**src/sv/tlms_pkg.sv**
```systemverilog
// ---------------------------------------------------------------------------
// tlms_pkg
// Shared types, constants and step tables for the traffic lamp mode
// sequencer.
// ---------------------------------------------------------------------------
`default_nettype none

package tlms_pkg;

  // Width of the elapsed-time counter in milliseconds.
  localparam int TIME_WIDTH = 20;
  // Width of each duration register.
  localparam int CFG_W      = 20;
  // Width used for comparing the counter against a duration.
  localparam int CMP_W      = (TIME_WIDTH > CFG_W) ? TIME_WIDTH : CFG_W;
  // Register file geometry on the APB port.
  localparam int NUM_REGS   = 6;
  localparam int ADDR_W     = 5;
  localparam int DATA_W     = 32;

  typedef logic [CFG_W-1:0]      dur_t;
  typedef logic [TIME_WIDTH-1:0] elapsed_t;
  typedef logic [CMP_W-1:0]      cmp_t;
  typedef logic [2:0]            mode_t;
  typedef logic [1:0]            step_t;

  // Input beat kinds.
  typedef enum logic [1:0] {
    ACT_TICK = 2'd0,
    ACT_SET  = 2'd1,
    ACT_NEXT = 2'd2,
    ACT_IDLE = 2'd3
  } action_t;

  // Duration selector; the first six codes double as register indexes.
  typedef enum logic [2:0] {
    SEL_RED        = 3'd0,
    SEL_GREEN      = 3'd1,
    SEL_ORANGE     = 3'd2,
    SEL_RED_ORANGE = 3'd3,
    SEL_BLINK      = 3'd4,
    SEL_CHASE      = 3'd5,
    SEL_NONE       = 3'd6
  } dur_sel_t;

  // Mode numbers.
  localparam mode_t MODE_FRUS   = 3'd0;
  localparam mode_t MODE_UK     = 3'd1;
  localparam mode_t MODE_BLINK  = 3'd2;
  localparam mode_t MODE_RED    = 3'd3;
  localparam mode_t MODE_ORANGE = 3'd4;
  localparam mode_t MODE_GREEN  = 3'd5;
  localparam mode_t MODE_ALL    = 3'd6;
  localparam mode_t MODE_SWEEP  = 3'd7;

  // Duration register reset values.
  localparam dur_t RED_TIME_RST        = CFG_W'(5000);
  localparam dur_t GREEN_TIME_RST      = CFG_W'(5000);
  localparam dur_t ORANGE_TIME_RST     = CFG_W'(2000);
  localparam dur_t RED_ORANGE_TIME_RST = CFG_W'(1000);
  localparam dur_t BLINK_TIME_RST      = CFG_W'(500);
  localparam dur_t CHASE_TIME_RST      = CFG_W'(300);

  // All duration registers, as seen by the step logic.
  typedef struct packed {
    dur_t red_time;
    dur_t green_time;
    dur_t orange_time;
    dur_t red_orange_time;
    dur_t blink_time;
    dur_t chase_time;
  } cfg_t;

  typedef struct packed {
    logic red;
    logic orange;
    logic green;
  } lamps_t;

  typedef struct packed {
    lamps_t   lamps;
    dur_sel_t sel;
  } step_info_t;

  localparam lamps_t LAMP_OFF = 3'b000;
  localparam lamps_t LAMP_R   = 3'b100;
  localparam lamps_t LAMP_O   = 3'b010;
  localparam lamps_t LAMP_G   = 3'b001;
  localparam lamps_t LAMP_RO  = 3'b110;
  localparam lamps_t LAMP_ALL = 3'b111;

  // Last step index of each mode; steps wrap after it.
  function automatic step_t last_step(mode_t m);
    step_t r;
    case (m)
      MODE_FRUS:  r = 2'd2;
      MODE_UK:    r = 2'd3;
      MODE_BLINK: r = 2'd1;
      MODE_SWEEP: r = 2'd3;
      default:    r = 2'd0;
    endcase
    return r;
  endfunction

  // Lamp pattern and duration selector of one step of one mode.
  function automatic step_info_t step_info(mode_t m, step_t s);
    step_info_t r;
    r = '{lamps: LAMP_OFF, sel: SEL_NONE};
    case (m)
      MODE_FRUS: begin
        case (s)
          2'd0:    r = '{lamps: LAMP_R, sel: SEL_RED};
          2'd1:    r = '{lamps: LAMP_G, sel: SEL_GREEN};
          2'd2:    r = '{lamps: LAMP_O, sel: SEL_ORANGE};
          default: r = '{lamps: LAMP_OFF, sel: SEL_NONE};
        endcase
      end
      MODE_UK: begin
        case (s)
          2'd0:    r = '{lamps: LAMP_R,  sel: SEL_RED};
          2'd1:    r = '{lamps: LAMP_RO, sel: SEL_RED_ORANGE};
          2'd2:    r = '{lamps: LAMP_G,  sel: SEL_GREEN};
          default: r = '{lamps: LAMP_O,  sel: SEL_ORANGE};
        endcase
      end
      MODE_BLINK: begin
        case (s)
          2'd0:    r = '{lamps: LAMP_O,   sel: SEL_BLINK};
          2'd1:    r = '{lamps: LAMP_OFF, sel: SEL_BLINK};
          default: r = '{lamps: LAMP_OFF, sel: SEL_NONE};
        endcase
      end
      MODE_RED:    r = '{lamps: (s == 2'd0) ? LAMP_R   : LAMP_OFF, sel: SEL_NONE};
      MODE_ORANGE: r = '{lamps: (s == 2'd0) ? LAMP_O   : LAMP_OFF, sel: SEL_NONE};
      MODE_GREEN:  r = '{lamps: (s == 2'd0) ? LAMP_G   : LAMP_OFF, sel: SEL_NONE};
      MODE_ALL:    r = '{lamps: (s == 2'd0) ? LAMP_ALL : LAMP_OFF, sel: SEL_NONE};
      default: begin
        case (s)
          2'd0:    r = '{lamps: LAMP_R, sel: SEL_CHASE};
          2'd1:    r = '{lamps: LAMP_O, sel: SEL_CHASE};
          2'd2:    r = '{lamps: LAMP_G, sel: SEL_CHASE};
          default: r = '{lamps: LAMP_O, sel: SEL_CHASE};
        endcase
      end
    endcase
    return r;
  endfunction

endpackage

`default_nettype wire

```
**src/sv/tlms_cfg_regs.sv**
```systemverilog
// ---------------------------------------------------------------------------
// tlms_cfg_regs
// APB register file holding the six step durations.
// ---------------------------------------------------------------------------
`default_nettype none

module tlms_cfg_regs (
  input  logic                         clk,
  input  logic                         rst,
  input  logic                         psel,
  input  logic                         penable,
  input  logic                         pwrite,
  input  logic [tlms_pkg::ADDR_W-1:0]  paddr,
  input  logic [tlms_pkg::DATA_W-1:0]  pwdata,
  output logic [tlms_pkg::DATA_W-1:0]  prdata,
  output logic                         pready,
  output tlms_pkg::cfg_t               cfg
);
  import tlms_pkg::*;

  logic     wr_en;
  dur_sel_t idx;
  dur_t     wdata;
  dur_t     rdata;

  // Registers are word aligned; the low address bits are ignored.
  assign idx    = dur_sel_t'(paddr[ADDR_W-1:2]);
  assign wdata  = pwdata[CFG_W-1:0];
  assign pready = 1'b1;
  assign wr_en  = psel && penable && pwrite && pready;

  // Register writes; an address beyond the list is dropped.
  always_ff @(posedge clk) begin
    if (rst) begin
      cfg.red_time        <= RED_TIME_RST;
      cfg.green_time      <= GREEN_TIME_RST;
      cfg.orange_time     <= ORANGE_TIME_RST;
      cfg.red_orange_time <= RED_ORANGE_TIME_RST;
      cfg.blink_time      <= BLINK_TIME_RST;
      cfg.chase_time      <= CHASE_TIME_RST;
    end else if (wr_en) begin
      case (idx)
        SEL_RED:        cfg.red_time        <= wdata;
        SEL_GREEN:      cfg.green_time      <= wdata;
        SEL_ORANGE:     cfg.orange_time     <= wdata;
        SEL_RED_ORANGE: cfg.red_orange_time <= wdata;
        SEL_BLINK:      cfg.blink_time      <= wdata;
        SEL_CHASE:      cfg.chase_time      <= wdata;
        default: ;
      endcase
    end
  end

  // Read mux.
  always_comb begin
    case (idx)
      SEL_RED:        rdata = cfg.red_time;
      SEL_GREEN:      rdata = cfg.green_time;
      SEL_ORANGE:     rdata = cfg.orange_time;
      SEL_RED_ORANGE: rdata = cfg.red_orange_time;
      SEL_BLINK:      rdata = cfg.blink_time;
      SEL_CHASE:      rdata = cfg.chase_time;
      default:        rdata = '0;
    endcase
  end

  assign prdata = DATA_W'(rdata);

endmodule

`default_nettype wire

```
**src/sv/tlms_step_unit.sv**
```systemverilog
// ---------------------------------------------------------------------------
// tlms_step_unit
// Input register, mode/step/elapsed state update and result register.
// ---------------------------------------------------------------------------
`default_nettype none

module tlms_step_unit (
  input  logic             clk,
  input  logic             rst,
  input  tlms_pkg::cfg_t   cfg,
  input  logic             in_valid,
  output logic             in_stall,
  input  logic [1:0]       action,
  input  logic [3:0]       mode_value,
  output logic             out_valid,
  input  logic             out_stall,
  output logic             red_on,
  output logic             orange_on,
  output logic             green_on,
  output tlms_pkg::mode_t  mode_now,
  output tlms_pkg::step_t  step_now
);
  import tlms_pkg::*;

  // Input stage.
  logic       s1_valid;
  action_t    s1_action;
  logic [3:0] s1_mode_value;
  logic       advance;

  // Sequencer state.
  mode_t      mode_reg;
  mode_t      mode_reg_next;
  step_t      step_reg;
  step_t      step_reg_next;
  elapsed_t   elapsed;
  elapsed_t   elapsed_next;

  step_info_t cur_info;
  step_info_t new_info;
  elapsed_t   elapsed_inc;
  dur_t       dur;
  logic       step_done;

  // The result register moves whenever it is empty or being taken.
  assign advance  = !out_valid || !out_stall;
  assign in_stall = s1_valid && !advance;

  always_ff @(posedge clk) begin
    if (rst) begin
      s1_valid <= 1'b0;
    end else if (!in_stall) begin
      s1_valid <= in_valid;
    end
  end

  always_ff @(posedge clk) begin
    if (in_valid && !in_stall) begin
      s1_action     <= action_t'(action);
      s1_mode_value <= mode_value;
    end
  end

  // Duration of the current step.
  assign cur_info = step_info(mode_reg, step_reg);

  always_comb begin
    case (cur_info.sel)
      SEL_RED:        dur = cfg.red_time;
      SEL_GREEN:      dur = cfg.green_time;
      SEL_ORANGE:     dur = cfg.orange_time;
      SEL_RED_ORANGE: dur = cfg.red_orange_time;
      SEL_BLINK:      dur = cfg.blink_time;
      SEL_CHASE:      dur = cfg.chase_time;
      default:        dur = '0;
    endcase
  end

  // Saturating millisecond count and end-of-step test.
  assign elapsed_inc = (elapsed == '1) ? elapsed : elapsed + 1'b1;
  assign step_done   = (dur != '0) && (CMP_W'(elapsed_inc) >= CMP_W'(dur));

  // Next state for the beat in the input stage.
  always_comb begin
    mode_reg_next = mode_reg;
    step_reg_next = step_reg;
    elapsed_next  = elapsed;
    case (s1_action)
      ACT_TICK: begin
        if (step_done) begin
          step_reg_next = (step_reg == last_step(mode_reg)) ? 2'd0 : step_reg + 2'd1;
          elapsed_next  = '0;
        end else begin
          elapsed_next  = elapsed_inc;
        end
      end
      ACT_SET: begin
        if (!s1_mode_value[3]) begin
          mode_reg_next = s1_mode_value[2:0];
          step_reg_next = '0;
          elapsed_next  = '0;
        end
      end
      ACT_NEXT: begin
        mode_reg_next = mode_reg + 3'd1;
        step_reg_next = '0;
        elapsed_next  = '0;
      end
      default: ;
    endcase
  end

  always_ff @(posedge clk) begin
    if (rst) begin
      mode_reg <= MODE_FRUS;
      step_reg <= '0;
      elapsed  <= '0;
    end else if (advance && s1_valid) begin
      mode_reg <= mode_reg_next;
      step_reg <= step_reg_next;
      elapsed  <= elapsed_next;
    end
  end

  // Lamp pattern of the state after the beat.
  assign new_info = step_info(mode_reg_next, step_reg_next);

  // Result register.
  always_ff @(posedge clk) begin
    if (rst) begin
      out_valid <= 1'b0;
    end else if (advance) begin
      out_valid <= s1_valid;
    end
  end

  always_ff @(posedge clk) begin
    if (advance && s1_valid) begin
      red_on    <= new_info.lamps.red;
      orange_on <= new_info.lamps.orange;
      green_on  <= new_info.lamps.green;
      mode_now  <= mode_reg_next;
      step_now  <= step_reg_next;
    end
  end

endmodule

`default_nettype wire

```
**src/sv/traffic_light_mode_sequencer_unit.sv**
```systemverilog
// Flow: a beat goes from the input register to the result register, where it
// is taken. Throughput: one beat per cycle unless out_stall holds the result,
// set by the single input and result register pair around the step logic;
// any pattern of ticks and mode commands qualifies.
// Reset: synchronous; mode FR/US, step zero, elapsed count zero, durations at
// their defaults and both pipeline stages empty.
// ---------------------------------------------------------------------------
// traffic_light_mode_sequencer_unit
// Traffic lamp sequencer with eight fixed modes and APB duration registers.
// ---------------------------------------------------------------------------
`default_nettype none

module traffic_light_mode_sequencer_unit (
  input  logic                         clk,
  input  logic                         rst,
  input  logic                         psel,
  input  logic                         penable,
  input  logic                         pwrite,
  input  logic [tlms_pkg::ADDR_W-1:0]  paddr,
  input  logic [tlms_pkg::DATA_W-1:0]  pwdata,
  output logic [tlms_pkg::DATA_W-1:0]  prdata,
  output logic                         pready,
  input  logic                         in_valid,
  output logic                         in_stall,
  input  logic [1:0]                   action,
  input  logic [3:0]                   mode_value,
  output logic                         out_valid,
  input  logic                         out_stall,
  output logic                         red_on,
  output logic                         orange_on,
  output logic                         green_on,
  output logic [2:0]                   mode_now,
  output logic [1:0]                   step_now
);
  import tlms_pkg::*;

  cfg_t       cfg;
  step_info_t out_info;

  // Duration registers.
  tlms_cfg_regs u_cfg_regs (
    .clk     (clk),
    .rst     (rst),
    .psel    (psel),
    .penable (penable),
    .pwrite  (pwrite),
    .paddr   (paddr),
    .pwdata  (pwdata),
    .prdata  (prdata),
    .pready  (pready),
    .cfg     (cfg)
  );

  // Sequencer pipeline.
  tlms_step_unit u_step_unit (
    .clk        (clk),
    .rst        (rst),
    .cfg        (cfg),
    .in_valid   (in_valid),
    .in_stall   (in_stall),
    .action     (action),
    .mode_value (mode_value),
    .out_valid  (out_valid),
    .out_stall  (out_stall),
    .red_on     (red_on),
    .orange_on  (orange_on),
    .green_on   (green_on),
    .mode_now   (mode_now),
    .step_now   (step_now)
  );

  assign out_info = step_info(mode_now, step_now);

  // The pipeline is empty straight after reset.
  a_empty_after_reset: assert property (@(posedge clk) rst |=> !out_valid)
    else $error("result valid straight after reset");

  // The input side only stalls behind a held result.
  a_stall_cause: assert property (@(posedge clk) disable iff (rst)
    in_stall |-> (out_valid && out_stall))
    else $error("input stalled without a held result");

  // A delivered step never lies beyond the mode's step count.
  a_step_range: assert property (@(posedge clk) disable iff (rst)
    out_valid |-> (step_now <= last_step(mode_now)))
    else $error("step index beyond the mode's step count");

  // Lamps agree with the step table for the delivered mode and step.
  a_lamps_match: assert property (@(posedge clk) disable iff (rst)
    out_valid |-> ({red_on, orange_on, green_on} == out_info.lamps))
    else $error("lamp outputs disagree with the step table");

endmodule

`default_nettype wire
```
**config.mk**
```make
export PLATFORM = sky130hd
export DESIGN_NAME = traffic_light_mode_sequencer_unit
export DESIGN_NICKNAME = d
export VERILOG_FILES = /design/src/sv/tlms_pkg.sv /design/src/sv/tlms_cfg_regs.sv /design/src/sv/tlms_step_unit.sv /design/src/sv/traffic_light_mode_sequencer_unit.sv
export SDC_FILE = /design/constraint.sdc
export NUM_CORES = 1
export LEC_CHECK = 0
export ABC_AREA = 1
export BUFFER_PORTS_ARGS = -buffer_cell sky130_fd_sc_hd__buf_2
export CORE_ASPECT_RATIO = 0.75
export CORE_MARGIN = 10
export CORE_UTILIZATION = 25
export CTS_CLUSTER_SIZE = 25
export DETAILED_ROUTE_END_ITERATION = 6
export PLACE_DENSITY_LB_ADDON = 0.2
export SYNTH_ARGS = -nofsm -noshare
export SYNTH_HDL_FRONTEND = slang
export SYNTH_SLANG_ARGS = --single-unit
```
**constraint.sdc**
```tcl
create_clock -name clk -period 10.01 [get_ports clk]
set_input_delay 0.5005 -clock clk [delete_from_list [all_inputs] [get_ports clk]]
set_output_delay 0.5005 -clock clk [all_outputs]
set_load 0.005 [all_outputs]
```
* Word-level counts from Yosys, hierarchy flattened
Index checks and enable logic that the tools add are counted.
** Cells by class
- Equality and inequality tests :: 32
- Reductions and logical operators :: 28
- Add/subtract/negate cells :: 3
- $lt $le $gt $ge :: 1
- Mux-type cells :: 28
** Operators with widths (number)
- 20-bit one-hot mux with 6 select lines :: 2
- 20-bit two-way mux :: 3
- 20-bit one-hot mux with 3 select lines :: 1
- 6-bit one-hot mux with 7 select lines :: 1
- 6-bit one-hot mux with 3 select lines :: 2
- 3-bit == test (second input constant) :: 11
- 3-bit by 2-bit == test with 1-bit output (second input constant) :: 8
- 3-bit one-hot mux with 7 select lines :: 1
- 20-bit by 1-bit adder with 20-bit output (second input constant) :: 1
- 20-bit == test (second input constant) :: 1
- 20-bit >= comparator :: 1
- 20-bit nonzero test :: 1
- 2-bit one-hot mux with 3 select lines :: 3
- 3-bit by 1-bit == test with 1-bit output (second input constant) :: 4
- 3-bit logical NOT :: 4
- 2-bit two-way mux :: 6
- 6-bit one-hot mux with 2 select lines :: 1
- 2-bit AND reduction :: 6
- 5-bit one-hot mux with 2 select lines :: 1
- 3-bit two-way mux :: 3
- 3-bit one-hot mux with 3 select lines :: 1
- 2-bit by 1-bit == test with 1-bit output (second input constant) :: 3
- 2-bit == test (second input constant) :: 3
- 1-bit logical AND :: 6
- other kinds (13) :: 18
** Storage, ports and cells
- Bits in registers :: 161
- Logic and storage cells :: 110
- Bits of input ports :: 50
- Output and inout bits :: 43

* Longest topological paths before layout
- Depth after elaboration :: 16
- Depth in mapped cells :: 34
- Depth with buffers taken out :: 34

* Modules after synthesis
Synthesis repeated with hierarchy kept, for this count alone.
** Unflattened totals
- Cell total of the unflattened synthesis :: 1655
- Area, all modules :: 10281.1 um^2
** By module, submodules not included
- tlms_cfg_regs :: times used 1, seq. area each 2402.3 um^2, cells an instance 924, area each 5870.6 um^2
- tlms_step_unit :: times used 1, seq. area each 960.9 um^2, cells an instance 731, area each 4410.5 um^2

* Worst setup path after synthesis
Ideal clock, no wire load.
- Path type :: register -> register
- Start :: register u_step_unit.mode_reg[0]
- End :: register u_step_unit.green_on (data pin)
- Library setup time :: 0.252 ns
- Cell stages (with the launch flop) :: 34
- Clock period less this slack :: 3.617 ns
- Arrival :: 3.364 ns
- Setup slack :: 6.393 ns
- Buffers on the path :: 2
- Data required time :: 9.758 ns
- Cell sequence :: dfxtp_1 -> inv_1 -> ha_1 -> inv_1 -> nor2_2 -> nor2_1 -> nand3_2 -> nand2_4 -> buf_2 -> buf_4 -> nand4_1 -> nand2_1 -> nor2_1 -> nand2_1 -> inv_1 -> ha_1 -> a21boi_0 -> o21a_1 -> o21ai_0 -> nand2_1 -> nand2_1 -> a21oi_1 -> o21ai_0 -> nand2_1 -> nand2_1 -> nand2_1 -> nand3_1 -> nand2_1 -> nand2_1 -> nand2_2 -> nand2_1 -> nand2_1 -> nand2_1 -> nand2_1
** RTL lines
- from (decl) :: line tlms_step_unit.sv:32 : mode_t mode_reg;
- from (signal assigned) :: line tlms_step_unit.sv:119 : mode_reg <= mode_reg_next;
- to (signal assigned) :: line tlms_step_unit.sv:141 : green_on <= new_info.lamps.green;
- to (decl) :: line tlms_step_unit.sv:19 : output logic green_on,

==> results.sh <==
export IMPL_outcome="finished clean"
export IMPL_setup_viol=0
export IMPL_timing_critical_path_mode_cell="nand2_1"
export IMPL_numClockSinks=161
export IMPL_fin_nets=1479
export IMPL_crit_arrival_ns=5.37
export IMPL_cts_hold_buf=0
export IMPL_fp_row_count=60
export IMPL_cts_resized=0
export IMPL_place_gp_congestion=0.803
export IMPL_firstDrtPassIters=5
export IMPL_root_buffer="clkbuf_16"
export IMPL_ant_nets=0
export IMPL_skew_ns=0.0167
export IMPL_top_regs="u_cfg_regs.cfg: 120 flops, u_step_unit.elapsed: 20 flops, u_step_unit.s1_mode_value: 4 flops"
export IMPL_routed_wl_met3_um=1930
export IMPL_mostFrequentLayoutCells="nand2_1, nor2_1, dfxtp_1"
export IMPL_largest_reg_flops=120
export IMPL_p_per_area_nw_per_um2=154
export IMPL_port_buffers=65
export IMPL_largest_register="u_cfg_regs.cfg"
export IMPL_synth_edf_count=14
export IMPL_viasPerCell=4.79
export IMPL_finalSetupTns_ns=0
export IMPL_fin_crit_sh=0.515
export IMPL_p_leak_nw=4.63
export IMPL_worst_ep_required_time_ns=10.22
export IMPL_vias=8976
export IMPL_yosysWarningCount=0
export IMPL_cp_start_kind="flop"
export IMPL_grt_pass1_vias=8611
export IMPL_final_max_slew_viol_count=0
export IMPL_startpoint="u_step_unit.mode_reg[0]"
export IMPL_min_from="mode_value[3]"
export IMPL_dieArea_um2=44900
export IMPL_numCtsBuffers=17
export IMPL_ys_seq_area_frac=0.366
export IMPL_routed_wl_um=33300
export IMPL_synth_area_um2=9190
export IMPL_htree_levels=4
export IMPL_grt_start_max_net_pins=88
export IMPL_syn_avg_cell_area_um2=6.73
export IMPL_slew_headroom=0.187
export IMPL_worstHoldPathType="in -> reg"
export IMPL_ys_ff_latch=161
export IMPL_coreArea_um2=36000
export IMPL_path_clk_slew_ns=0.07
export IMPL_cp_max_fo=31
export IMPL_met2_wirelength_um=14400
export IMPL_yosys_most_used_dff="dfxtp_1"
export IMPL_synth_cell_type_count=45
export IMPL_tightestPinTransition_ns=1.22
export IMPL_crit_path_end_kind="flop"
export IMPL_wl_met1_um=16400
export IMPL_final_common_cell="nand2_1"
export IMPL_worstSetupPathType="reg -> reg"
export IMPL_path_delay_family="simple AND/OR/NAND/NOR gates"
export IMPL_timing_hold_violations_final=0
export IMPL_holdWs_ns=0.216
export IMPL_vdd_drop_max_uv=93.6
export IMPL_drt_initial_drc_count=747
export IMPL_slowest_stage="nor2_4"
export IMPL_final_min_clock_period_ns=5.16
export IMPL_drive_gt1_frac=0.0959
export IMPL_clock_latency_ns=0.46
export IMPL_diodes=0
export IMPL_n_fill_cell=3987
export IMPL_rsz0062_at_grt="false"
export IMPL_timing_rr_start="u_step_unit.mode_reg[0]"
export IMPL_die_w_um=241
export IMPL_grt_pass1_wl_um=51900
export IMPL_antenna_found_initial=1
export IMPL_grt_usage=0.151
export IMPL_cts_tree="built"
export IMPL_clk_path_buf_depth=2
export IMPL_die_h_um=186
export IMPL_num_io_pins=93
export IMPL_synthCells=1365
export IMPL_drv_cap=0
export IMPL_fmax_mhz=194
export IMPL_hpwl_um=21700
export IMPL_overflow=0
export IMPL_top_layer="met4"
export IMPL_area_growth_pct=13.0
export IMPL_start_util=0.255
export IMPL_drc_errors=0
export IMPL_async_reset_ff_frac=0
export IMPL_cts_setup_buffers=0
export IMPL_routedWlPerCell_um=17.8
export IMPL_crit_buf_inv=4
export IMPL_max_stage_delay_ns=0.59
==> cells in the mapped netlist, types with 3 or more instances <==
cell type  number  area [um2]
buf_4          15         113
a221oi_1        5        43.8
edfxtp_1       14         420
xor2_1          8        70.1
a21oi_1        62         310
xnor2_1         4        35.0
a22oi_1        34         255
a22o_1          4        35.0
inv_1         128         480
buf_1           4        15.0
o21ai_0       113         566
clkbuf_1       43         161
nand2_2         6        37.5
clkinv_1        5        18.8
o21ai_1         4        20.0
nand3_1       120         601
nor3_1         15        75.1
nand2_1       306        1150
nor2_1        216         811
o2111ai_1       8        70.1
buf_6          10         113
dfxtp_1       147        2940
buf_2           5        25.0
inv_2           6        22.5
ha_1           34         425
nand4_1        22         138
nor2_2          4        25.0
a211oi_1        3        22.5
==> through the flow <==
step                       util  area (um2)  setup WS (ns)  instances  total power, W
after floorplan               -        9230           6.39       1376        0.000867
after global placement    0.272        9820           4.86       1841        0.000957
after detailed placement  0.272        9820           4.87       1841        0.000959
after CTS                 0.288       10400           4.83       1873         0.00161
after global routing      0.288       10400           4.29       1873         0.00167
final                     0.288       10400           4.85       1873         0.00160
==> final timing paths <==
path | slack, ns | endpoint | cells after the start
worst max-delay path | 4.85 | u_step_unit.green_on | 33
worst min-delay path | 0.22 | u_step_unit.s1_mode_value[3] | 1
worst max register to register | 4.85 | u_step_unit.green_on | 33
worst min register to register | 0.47 | u_cfg_regs.cfg[74] | 2
==> where the power goes <==
group          internal, W  switching [W]  total [W]
Clock             0.000365       0.000283   0.000648
Sequential        0.000662     0.00000797   0.000670
Combinational    0.0000706       0.000207   0.000278
==> worst register-to-register path, delay by kind of cell, from the launching register on <==
family | cells | cell delay [ns]
AND/OR/NAND/NOR | 21 | 2.87
AO/OA/AOI/OAI | 6 | 0.80
adder cells (fa/ha/maj) | 2 | 0.51
flip-flops | 1 | 0.40
buffers and inverters | 4 | 0.34
==> metal layers <==
| metal | vias to the layer above | track usage |
|---|---|---|
| met5 | - | 0 |
| met4 | 0 | 0.0489 |
| met3 | 38 | 0.0235 |
| met2 | 241 | 0.229 |
| met1 | 4207 | 0.214 |
| li1 | 4490 | - |
==> cell families after synthesis <==
| family | Yosys count | synth area share |
|---|---|---|
| AND/OR/NAND/NOR | 702 | 0.324 |
| AO/OA/AOI/OAI | 237 | 0.147 |
| buffers and inverters | 216 | 0.103 |
| flip-flops | 161 | 0.366 |
| adder cells (fa/ha/maj) | 34 | 0.0463 |
| XOR/XNOR | 12 | 0.0114 |
| other | 2 | 0.000818 |
| multiplexers | 1 | 0.00109 |
==> cell type report <==
type,instances,area [um2],share of cell area
tap,465,582,0.0560
inverter,139,522,0.0503
clock inverter,8,78.8,0.00759
sequential,161,3360,0.324
multi-input combinational,999,4940,0.475
clock buffer,24,485,0.0468
timing repair buffer,77,415,0.0400
Power figures use the tool's default switching activity.
